### src/design/uart_pkg.sv
package uart_pkg;

  localparam int unsigned FIFO_DEPTH_DEF = 64;
  localparam int unsigned DATA_BITS      = 8;
  localparam int unsigned TICK_W         = 16;
  localparam int unsigned COUNT_W        = 7;

  localparam logic [TICK_W-1:0] RESET_BIT_TICKS = 16'd416;

  typedef enum logic [1:0] {
    DROP_NONE = 2'd0,
    DROP_STOP = 2'd1,
    DROP_FULL = 2'd2
  } drop_t;

  typedef struct packed {
    logic                 rx_line;
    logic                 tx_write;
    logic [DATA_BITS-1:0] tx_data;
    logic                 rx_read;
  } in_item_t;

  typedef struct packed {
    logic                 tx_line;
    logic                 tx_busy;
    logic                 tx_accepted;
    logic [DATA_BITS-1:0] rx_data;
    logic                 rx_data_valid;
    logic [COUNT_W-1:0]   rx_fifo_count;
    logic [1:0]           rx_drop;
  } out_item_t;

  typedef struct packed {
    logic                 push;
    logic [DATA_BITS-1:0] data;
  } rx_push_t;

  // A wait that would load as zero loads as one.
  function automatic logic [TICK_W-1:0] load_wait(input logic [TICK_W-1:0] v);
    load_wait = (v == '0) ? TICK_W'(1) : v;
  endfunction

endpackage

### src/design/uart_rx.sv
module uart_rx (
  input  logic                             clk,
  input  logic                             rst_n,
  input  logic                             en,
  input  logic                             line,
  input  logic [uart_pkg::TICK_W-1:0]      bit_ticks,
  input  logic                             fifo_full,
  output uart_pkg::rx_push_t               push,
  output uart_pkg::drop_t                  drop
);

  typedef enum logic [1:0] {
    PH_IDLE,
    PH_START,
    PH_DATA,
    PH_STOP
  } phase_t;

  phase_t                             phase_r, phase_nxt;
  logic [uart_pkg::DATA_BITS-1:0]     shift_r, shift_nxt;
  logic [3:0]                         bits_r, bits_nxt;
  logic [uart_pkg::TICK_W-1:0]        wait_r, wait_nxt, wait_dec;
  logic                               line_prev_r;

  assign wait_dec = (wait_r != '0) ? wait_r - uart_pkg::TICK_W'(1) : '0;

  always_comb begin
    phase_nxt = phase_r;
    shift_nxt = shift_r;
    bits_nxt  = bits_r;
    wait_nxt  = wait_r;
    push.push = 1'b0;
    push.data = shift_r;
    drop      = uart_pkg::DROP_NONE;
    case (phase_r)
      PH_IDLE: begin
        if (line_prev_r && !line) begin
          phase_nxt = PH_START;
          wait_nxt  = uart_pkg::load_wait(bit_ticks >> 1);
        end
      end
      PH_START: begin
        wait_nxt = wait_dec;
        if (wait_dec == '0) begin
          if (!line) begin
            phase_nxt = PH_DATA;
            bits_nxt  = '0;
            shift_nxt = '0;
            wait_nxt  = uart_pkg::load_wait(bit_ticks);
          end else begin
            phase_nxt = PH_IDLE;
          end
        end
      end
      PH_DATA: begin
        wait_nxt = wait_dec;
        if (wait_dec == '0) begin
          shift_nxt = shift_r | ({{(uart_pkg::DATA_BITS-1){1'b0}}, line} << bits_r[2:0]);
          bits_nxt  = bits_r + 4'd1;
          if (bits_nxt >= 4'd8) begin
            phase_nxt = PH_STOP;
          end
          wait_nxt = uart_pkg::load_wait(bit_ticks);
        end
      end
      PH_STOP: begin
        wait_nxt = wait_dec;
        if (wait_dec == '0) begin
          if (line) begin
            if (fifo_full) begin
              drop = uart_pkg::DROP_FULL;
            end else begin
              push.push = 1'b1;
            end
          end else begin
            drop = uart_pkg::DROP_STOP;
          end
          phase_nxt = PH_IDLE;
        end
      end
      default: begin
        phase_nxt = PH_IDLE;
      end
    endcase
  end

  always_ff @(posedge clk) begin
    if (!rst_n) begin
      phase_r     <= PH_IDLE;
      shift_r     <= '0;
      bits_r      <= '0;
      wait_r      <= '0;
      line_prev_r <= 1'b1;
    end else if (en) begin
      phase_r     <= phase_nxt;
      shift_r     <= shift_nxt;
      bits_r      <= bits_nxt;
      wait_r      <= wait_nxt;
      line_prev_r <= line;
    end
  end

endmodule

### src/design/uart_fifo.sv
module uart_fifo #(
  parameter int unsigned DEPTH = uart_pkg::FIFO_DEPTH_DEF
) (
  input  logic                           clk,
  input  logic                           rst_n,
  input  logic                           en,
  input  logic                           pop_req,
  input  uart_pkg::rx_push_t             push,
  output logic                           pop,
  output logic                           full_after_pop,
  output logic [$clog2(DEPTH+1)-1:0]     count,
  output logic [uart_pkg::DATA_BITS-1:0] rd_q
);

  localparam int unsigned AW = $clog2(DEPTH);
  localparam int unsigned CW = $clog2(DEPTH+1);

  logic [uart_pkg::DATA_BITS-1:0] mem [DEPTH];
  logic [AW-1:0]                  head_r, tail_r;
  logic [CW-1:0]                  fill_r, fill_after_pop, fill_nxt;
  logic                           do_push;

  assign pop            = pop_req && (fill_r != '0);
  assign fill_after_pop = fill_r - CW'(pop);
  assign full_after_pop = (fill_after_pop >= CW'(DEPTH));
  assign do_push        = push.push && !full_after_pop;
  assign fill_nxt       = fill_after_pop + CW'(do_push);
  assign count          = fill_nxt;

  always_ff @(posedge clk) begin
    if (en && do_push) begin
      mem[head_r] <= push.data;
    end
  end

  // The read takes the old contents when head meets tail on a full FIFO,
  // which matches pop-before-push ordering.
  always_ff @(posedge clk) begin
    if (en && pop) begin
      rd_q <= mem[tail_r];
    end
  end

  always_ff @(posedge clk) begin
    if (!rst_n) begin
      head_r <= '0;
      tail_r <= '0;
      fill_r <= '0;
    end else if (en) begin
      if (do_push) begin
        head_r <= (head_r == AW'(DEPTH-1)) ? '0 : head_r + AW'(1);
      end
      if (pop) begin
        tail_r <= (tail_r == AW'(DEPTH-1)) ? '0 : tail_r + AW'(1);
      end
      fill_r <= fill_nxt;
    end
  end

endmodule

### src/design/uart_tx.sv
module uart_tx (
  input  logic                           clk,
  input  logic                           rst_n,
  input  logic                           en,
  input  logic                           write,
  input  logic [uart_pkg::DATA_BITS-1:0] data,
  input  logic [uart_pkg::TICK_W-1:0]    bit_ticks,
  output logic                           line_nxt,
  output logic                           busy_nxt,
  output logic                           accepted
);

  localparam logic [3:0] STEP_START = 4'd0;
  localparam logic [3:0] STEP_STOP  = 4'd9;
  localparam logic [3:0] STEP_DONE  = 4'd10;

  logic [3:0]                     step_r, step_nxt, step_m1;
  logic [uart_pkg::DATA_BITS-1:0] hold_r, hold_nxt;
  logic                           flag_r;
  logic [uart_pkg::TICK_W-1:0]    wait_r, wait_nxt, wait_dec;
  logic                           level_r;

  assign wait_dec = (wait_r != '0) ? wait_r - uart_pkg::TICK_W'(1) : '0;
  assign step_m1  = step_r - 4'd1;

  always_comb begin
    step_nxt = step_r;
    hold_nxt = hold_r;
    busy_nxt = flag_r;
    wait_nxt = wait_r;
    line_nxt = level_r;
    accepted = 1'b0;
    if (flag_r) begin
      wait_nxt = wait_dec;
      if (wait_dec == '0) begin
        wait_nxt = uart_pkg::load_wait(bit_ticks);
        case (step_r) inside
          STEP_START: begin
            line_nxt = 1'b0;
            step_nxt = 4'd1;
          end
          [4'd1:4'd8]: begin
            line_nxt = hold_r[step_m1[2:0]];
            step_nxt = step_r + 4'd1;
          end
          STEP_STOP: begin
            line_nxt = 1'b1;
            step_nxt = STEP_DONE;
          end
          default: begin
            busy_nxt = 1'b0;
            step_nxt = STEP_START;
          end
        endcase
      end
    end else if (write) begin
      hold_nxt = data;
      step_nxt = STEP_START;
      busy_nxt = 1'b1;
      wait_nxt = uart_pkg::load_wait(bit_ticks);
      accepted = 1'b1;
    end
  end

  always_ff @(posedge clk) begin
    if (!rst_n) begin
      step_r  <= STEP_START;
      hold_r  <= '0;
      flag_r  <= 1'b0;
      wait_r  <= '0;
      level_r <= 1'b1;
    end else if (en) begin
      step_r  <= step_nxt;
      hold_r  <= hold_nxt;
      flag_r  <= busy_nxt;
      wait_r  <= wait_nxt;
      level_r <= line_nxt;
    end
  end

endmodule

### src/design/uart_8n1_transceiver_fifo_core.sv
// Pipeline: a result beat is registered first in stage one, alongside the
// receive FIFO read register, and then in the output register.
// Throughput: one tick beat per cycle when the output is not stalled; the
// line state, counters and FIFO pointers update in the cycle of acceptance.
// Reset (synchronous, rst_n low): bit_ticks returns to 416, both channels go
// empty, receiver and transmitter go idle; FIFO storage is not cleared.
module uart_8n1_transceiver_fifo_core #(
  parameter int unsigned FIFO_DEPTH = uart_pkg::FIFO_DEPTH_DEF
) (
  input  logic                        clk,
  input  logic                        rst_n,
  input  logic                        in_valid,
  output logic                        in_ready,
  input  uart_pkg::in_item_t          in_data,
  output logic                        out_valid,
  input  logic                        out_ready,
  output uart_pkg::out_item_t         out_data,
  input  logic                        cfg_we,
  input  logic [uart_pkg::TICK_W-1:0] cfg_wdata
);

  localparam int unsigned CW = $clog2(FIFO_DEPTH+1);

  logic [uart_pkg::TICK_W-1:0]    bit_ticks_r;
  logic                           in_fire, s1_go;
  logic                           s1_valid_r, out_valid_r;
  uart_pkg::out_item_t            s1_res_r, s1_res_nxt, out_data_r, out_data_nxt;

  uart_pkg::rx_push_t             rx_push;
  uart_pkg::drop_t                rx_drop;
  logic                           fifo_pop, fifo_full;
  logic [CW-1:0]                  fifo_count;
  logic [CW+uart_pkg::COUNT_W-1:0] count_ext;
  logic [uart_pkg::DATA_BITS-1:0] fifo_rd_q;
  logic                           tx_line_nxt, tx_busy_nxt, tx_acc;

  assign s1_go    = !out_valid_r || out_ready;
  assign in_ready = !s1_valid_r || s1_go;
  assign in_fire  = in_valid && in_ready;

  always_ff @(posedge clk) begin
    if (!rst_n) begin
      bit_ticks_r <= uart_pkg::RESET_BIT_TICKS;
    end else if (cfg_we) begin
      bit_ticks_r <= cfg_wdata;
    end
  end

  uart_fifo #(
    .DEPTH(FIFO_DEPTH)
  ) u_fifo (
    .clk           (clk),
    .rst_n         (rst_n),
    .en            (in_fire),
    .pop_req       (in_data.rx_read),
    .push          (rx_push),
    .pop           (fifo_pop),
    .full_after_pop(fifo_full),
    .count         (fifo_count),
    .rd_q          (fifo_rd_q)
  );

  uart_rx u_rx (
    .clk      (clk),
    .rst_n    (rst_n),
    .en       (in_fire),
    .line     (in_data.rx_line),
    .bit_ticks(bit_ticks_r),
    .fifo_full(fifo_full),
    .push     (rx_push),
    .drop     (rx_drop)
  );

  uart_tx u_tx (
    .clk      (clk),
    .rst_n    (rst_n),
    .en       (in_fire),
    .write    (in_data.tx_write),
    .data     (in_data.tx_data),
    .bit_ticks(bit_ticks_r),
    .line_nxt (tx_line_nxt),
    .busy_nxt (tx_busy_nxt),
    .accepted (tx_acc)
  );

  assign count_ext = {{uart_pkg::COUNT_W{1'b0}}, fifo_count};

  // The popped byte, read into the FIFO read register alongside stage one,
  // is merged into the result on its way to the output register.
  always_comb begin
    s1_res_nxt               = '0;
    s1_res_nxt.tx_line       = tx_line_nxt;
    s1_res_nxt.tx_busy       = tx_busy_nxt;
    s1_res_nxt.tx_accepted   = tx_acc;
    s1_res_nxt.rx_data_valid = fifo_pop;
    s1_res_nxt.rx_fifo_count = count_ext[uart_pkg::COUNT_W-1:0];
    s1_res_nxt.rx_drop       = rx_drop;
  end

  always_comb begin
    out_data_nxt         = s1_res_r;
    out_data_nxt.rx_data = s1_res_r.rx_data_valid ? fifo_rd_q : '0;
  end

  always_ff @(posedge clk) begin
    if (!rst_n) begin
      s1_valid_r  <= 1'b0;
      out_valid_r <= 1'b0;
    end else begin
      if (in_ready) begin
        s1_valid_r <= in_valid;
      end
      if (s1_go) begin
        out_valid_r <= s1_valid_r;
      end
    end
  end

  always_ff @(posedge clk) begin
    if (in_fire) begin
      s1_res_r <= s1_res_nxt;
    end
    if (s1_go && s1_valid_r) begin
      out_data_r <= out_data_nxt;
    end
  end

  assign out_valid = out_valid_r;
  assign out_data  = out_data_r;

endmodule
### config.mk
export PLATFORM = sky130hd
export DESIGN_NAME = uart_8n1_transceiver_fifo_core
export DESIGN_NICKNAME = d
export VERILOG_FILES = /design/src/design/uart_pkg.sv /design/src/design/uart_rx.sv /design/src/design/uart_fifo.sv /design/src/design/uart_tx.sv /design/src/design/uart_8n1_transceiver_fifo_core.sv
export SDC_FILE = /design/constraint.sdc
export NUM_CORES = 1
export LEC_CHECK = 0
export BUFFER_PORTS_ARGS = -buffer_cell sky130_fd_sc_hd__buf_4
export CAP_MARGIN = 20
export CORE_MARGIN = 2
export CORE_UTILIZATION = 50
export DETAILED_ROUTE_END_ITERATION = 10
export PLACE_DENSITY = 0.7
export SETUP_SLACK_MARGIN = 0.4
export SLEW_MARGIN = 10
export SYNTH_ARGS = -nofsm -noshare
export SYNTH_HDL_FRONTEND = slang
export SYNTH_HIERARCHICAL = 1
export SYNTH_SLANG_ARGS = --single-unit
export TNS_END_PERCENT = 30
### constraint.sdc
create_clock -name clk -period 4.2 [get_ports clk]
set_input_delay 0.63 -clock clk [delete_from_list [all_inputs] [get_ports clk]]
set_output_delay 0.63 -clock clk [all_outputs]
set_load 0.1 [all_outputs]
==> results.md <==
- Largest voltage drop on the vdd net: 312 uV
- Width of the die: 239 um
- Number of global-route vias before repair: 16.2k
- Number of register bits inferred by synthesis: 652
- Final setup vio count: 0
- RSZ-0062 raised after global routing: true
- CTS H-tree lvls: 3
- Static Leakage: 10.7 nW
- Top area cells in the synthesized netlist: edfxtp_1 (60%), mux4_2 (8.7%), dfxtp_1 (7.1%)
- Max-capacitance violation count: 0
- Top post-synthesis cells by count: edfxtp_1 (554), nor2_1 (152), mux4_2 (107)
- Final worst clock skew: 0.0192 ns
- Nets: 1961
- Top-Level Pins: 55
- Post-DRT Antenna Nets: 0
- Largest net degree at the start of global routing: 50
- Reg clk slew, reported paths: 0.06 ns
- Starting density of the core: 50.4%
- Data required time of the worst path: 4.49 ns
- Last weighted congestion value of the routability-driven placer: 0.898
- Total Power: 0.0146 W
- Area of the die: 57200 um^2
- Post-synthesis net count: 1829
- Synth warn: 6
- Most instantiated library cell after synthesis: edfxtp_1
- Cell count after synthesis: 1784
- Number of enable-type register cells in the synthesized netlist: 554
- Later-pin clock latency in the skew report: 0.59 ns
- Unique masters post-synth: 97
- Top FF cell, synth: edfxtp_1
- Worst Hold Margin: 0.268 ns
- DRC violation count after routing: 0
- Worst hold-check path type: in -> reg
- Cell type of the slowest stage on the worst timing path: or4_4
- Overflow left after global routing: 0
- TritonCTS Buffers: 66
- Post-Place Worst Slack: 0.111 ns
- Portion of total power attributed to sequential cells: 50.1%
- Overall routed net length: 63500 um
- Worst slew pin tran: 0.979 ns
- Root buffer selected by CTS: clkbuf_16
- Max-slew headroom at the worst pin: 34.7%
- All-layer global routing usage: 22.7%
- Power density over the cells: 463 nW/um^2
- Clk network pwr share: 38.4%
- Startpoint class of the critical path: register
- Post-synth top area share: 60.2%
- Wire length of the first global-routing pass: 98100 um
- Setup TNS Final: 0 ns
- Detailed Route Iter0 Violations: 1686
- Die Y: 239 um
- Fraction of power spent switching nets: 24.6%
- TritonCTS clock tree: built
- First-pass iteration count of the detailed router: 6
- Post-Layout Cell Count: 2671
- Endpoint type of the worst setup path: register
- Cell chain of the critical path: or4_4 > o31a_1 > or3_4 > o31ai_4 > nand2_4 > nor4_4 > and4_4 > nand4b_4 > nor2_2 > buf_4
- Clock Sink Count: 652
- DPL Wire Length: 40800 um
- Tmin final: 3.67 ns
- Final Max Slew Viols: 0
- Crit share post-route: 87.5%
- Maximum clock frequency: 272 MHz
- Number of buffer cells added on primary ports: 54
- Syn-to-layout area delta: 14.1%
- Antenna violations before repair: 0
- Mapped Avg Cell Area: 15.5 um^2
- Layout cell share with drive strength beyond 1: 23.9%
- CP peak stage delay: 0.57 ns
- Routed wirelength normalized by instance count: 23.8 um
- Register area share after synthesis: 67.3%
- Via count normalized by instance count: 6.16
- Crit path kind: reg -> reg
- Diode insertion count for antenna repair: 0
- Area inside the core boundary: 54900 um^2
- Internal Dissipation: 0.0110 W
- Worst-path maximum fanout: 8
- Number of hold violations in the final report: 0
- Setup WS post-layout: 0.527 ns
- Net switching power figure: 0.00359 W
- Outcome: completed
- Combined area of all synthesized cells: 27600 um^2
- Kind of cell adding the most delay to the critical path: simple AND/OR/NAND/NOR gates
- Via count of the routed design: 16.5k
- Core Rows: 86
- Fraction of registers with async set/reset: 0%
- Synth area leader: edfxtp_1
- Share of power burned in combinational logic: 11.5%
- CP Data Arrival Time: 3.97 ns
- Maximum buffer depth of the clock tree: 3
- Worst path buffer plus inverter count: 1
- Cell count after placement: 2545
cell type report:
| class | instances | area, um^2 |
|---|---|---|
| Fill cell | 4191 | 23300 |
| Sequential cell | 652 | 18600 |
| Multi-Input combinational cell | 997 | 8550 |
| Clock buffer | 77 | 1780 |
| Timing Repair Buffer | 168 | 1300 |
| Tap cell | 704 | 881 |
| Clock inverter | 42 | 293 |
| Inverter | 31 | 116 |
power groups by stage:
stage                     Sequential [W]  Clock, W  Combinational (W)
after floorplan                  0.00749         0            0.00112
after global placement           0.00744         0            0.00154
after detailed placement         0.00744         0            0.00156
after CTS                        0.00731   0.00571            0.00160
after global routing             0.00733   0.00597            0.00180
final                            0.00731   0.00561            0.00167
flip-flops by register name (all words and copies together) (netlist names), named ones only:
register,cells
s1_valid_r,1
bit_ticks_r,16
u_fifo/rd_q,8
u_fifo/mem,512
u_tx/flag_r,1
u_rx/bits_r,4
out_data_nxt,13
out_data,21
u_rx/phase_r,1
u_tx/hold_r,8
u_rx/wait_r,16
u_tx/step_r,4
u_rx/line_prev_r,1
u_rx/shift_r,8
u_fifo/fill_r,7
u_tx/level_r,1
u_fifo/head_r,6
u_fifo/tail_r,6
u_tx/wait_r,16
out_valid,1
cell families (layout without fill, tap and decap cells):
kind of cell	after synthesis	in the layout	synth area share (%)
DFF	652	652	67.3
and+or+nand+nor	484	484	9.44
AOI/OAI and AO/OA	245	245	6.34
muxes	221	221	13.0
buffers and inverters	135	318	2.34
xor gates and xnor gates	34	34	1.08
adders and majority gates	13	13	0.588
path summary, 6_finish.rpt:
path | start | to | slack [ns] | cells after the start
worst max-delay path | u_rx/wait_r[2]$_SDFFE_PN0P_ | u_fifo/mem[30][6]$_DFFE_PP_ | 0.53 | 10
worst min-delay path | cfg_wdata[8] | bit_ticks_r[8]$_SDFFE_PN1P_ | 0.27 | 3
worst max register to register | u_rx/wait_r[2]$_SDFFE_PN0P_ | u_fifo/mem[30][6]$_DFFE_PP_ | 0.53 | 10
worst min register to register | out_data_nxt[3]$_DFFE_PP_ | out_data[3]$_DFFE_PP_ | 0.42 | 0
cell usage in the layout (no fill, tap or decap), types with 15 or more instances in the layout:
| cell type | n |
|---|---|
| edfxtp_1 | 554 |
| buf_4 | 165 |
| nor2_1 | 149 |
| mux4_2 | 107 |
| mux2i_1 | 89 |
| dfxtp_1 | 83 |
| nand2_1 | 76 |
| clkbuf_16 | 70 |
| o21ai_0 | 39 |
| a21oi_1 | 37 |
| nand3_1 | 35 |
| nor3_1 | 31 |
| nor4_1 | 29 |
| nor2b_1 | 27 |
| inv_1 | 26 |
| mux2_2 | 25 |
| clkinv_1 | 22 |
| o22ai_1 | 22 |
| a31oi_1 | 21 |
| nand4_1 | 19 |
| xnor2_1 | 18 |
| xor2_1 | 16 |
| a221oi_1 | 16 |
| and2_1 | 15 |
worst min-delay path, cell delays in order:
cell and delay [ns]:
buf_4 0.08, mux2i_1 0.05, nand2_1 0.06
per-layer routing:
layer | share of wire [%] | track usage [%] | up-vias
li1 | - | - | 7323
met1 | 41 | 31.6 | 8313
met2 | 49 | 36.7 | 717
met3 | 7.4 | 4.09 | 102
met4 | 2.5 | 6.86 | 0
met5 | 0 | 0 | -
stage by stage:
stage | utilization [%] | instance area (um^2)
after floorplan | - | 27700
after global placement | 53.3 | 29300
after detailed placement | 53.3 | 29300
after CTS | 57.2 | 31400
after global routing | 57.5 | 31500
final | 57.5 | 31500
what timing repair did:
action	CTS	global route
hold buffers	0	0
resized for setup	9	20
pin swaps	2	6
buffers inserted	4	3
endpoints found under the hold margin	0	0
setup endpoints to repair	510	521
Note: power is estimated with default switching activity, not from simulation.
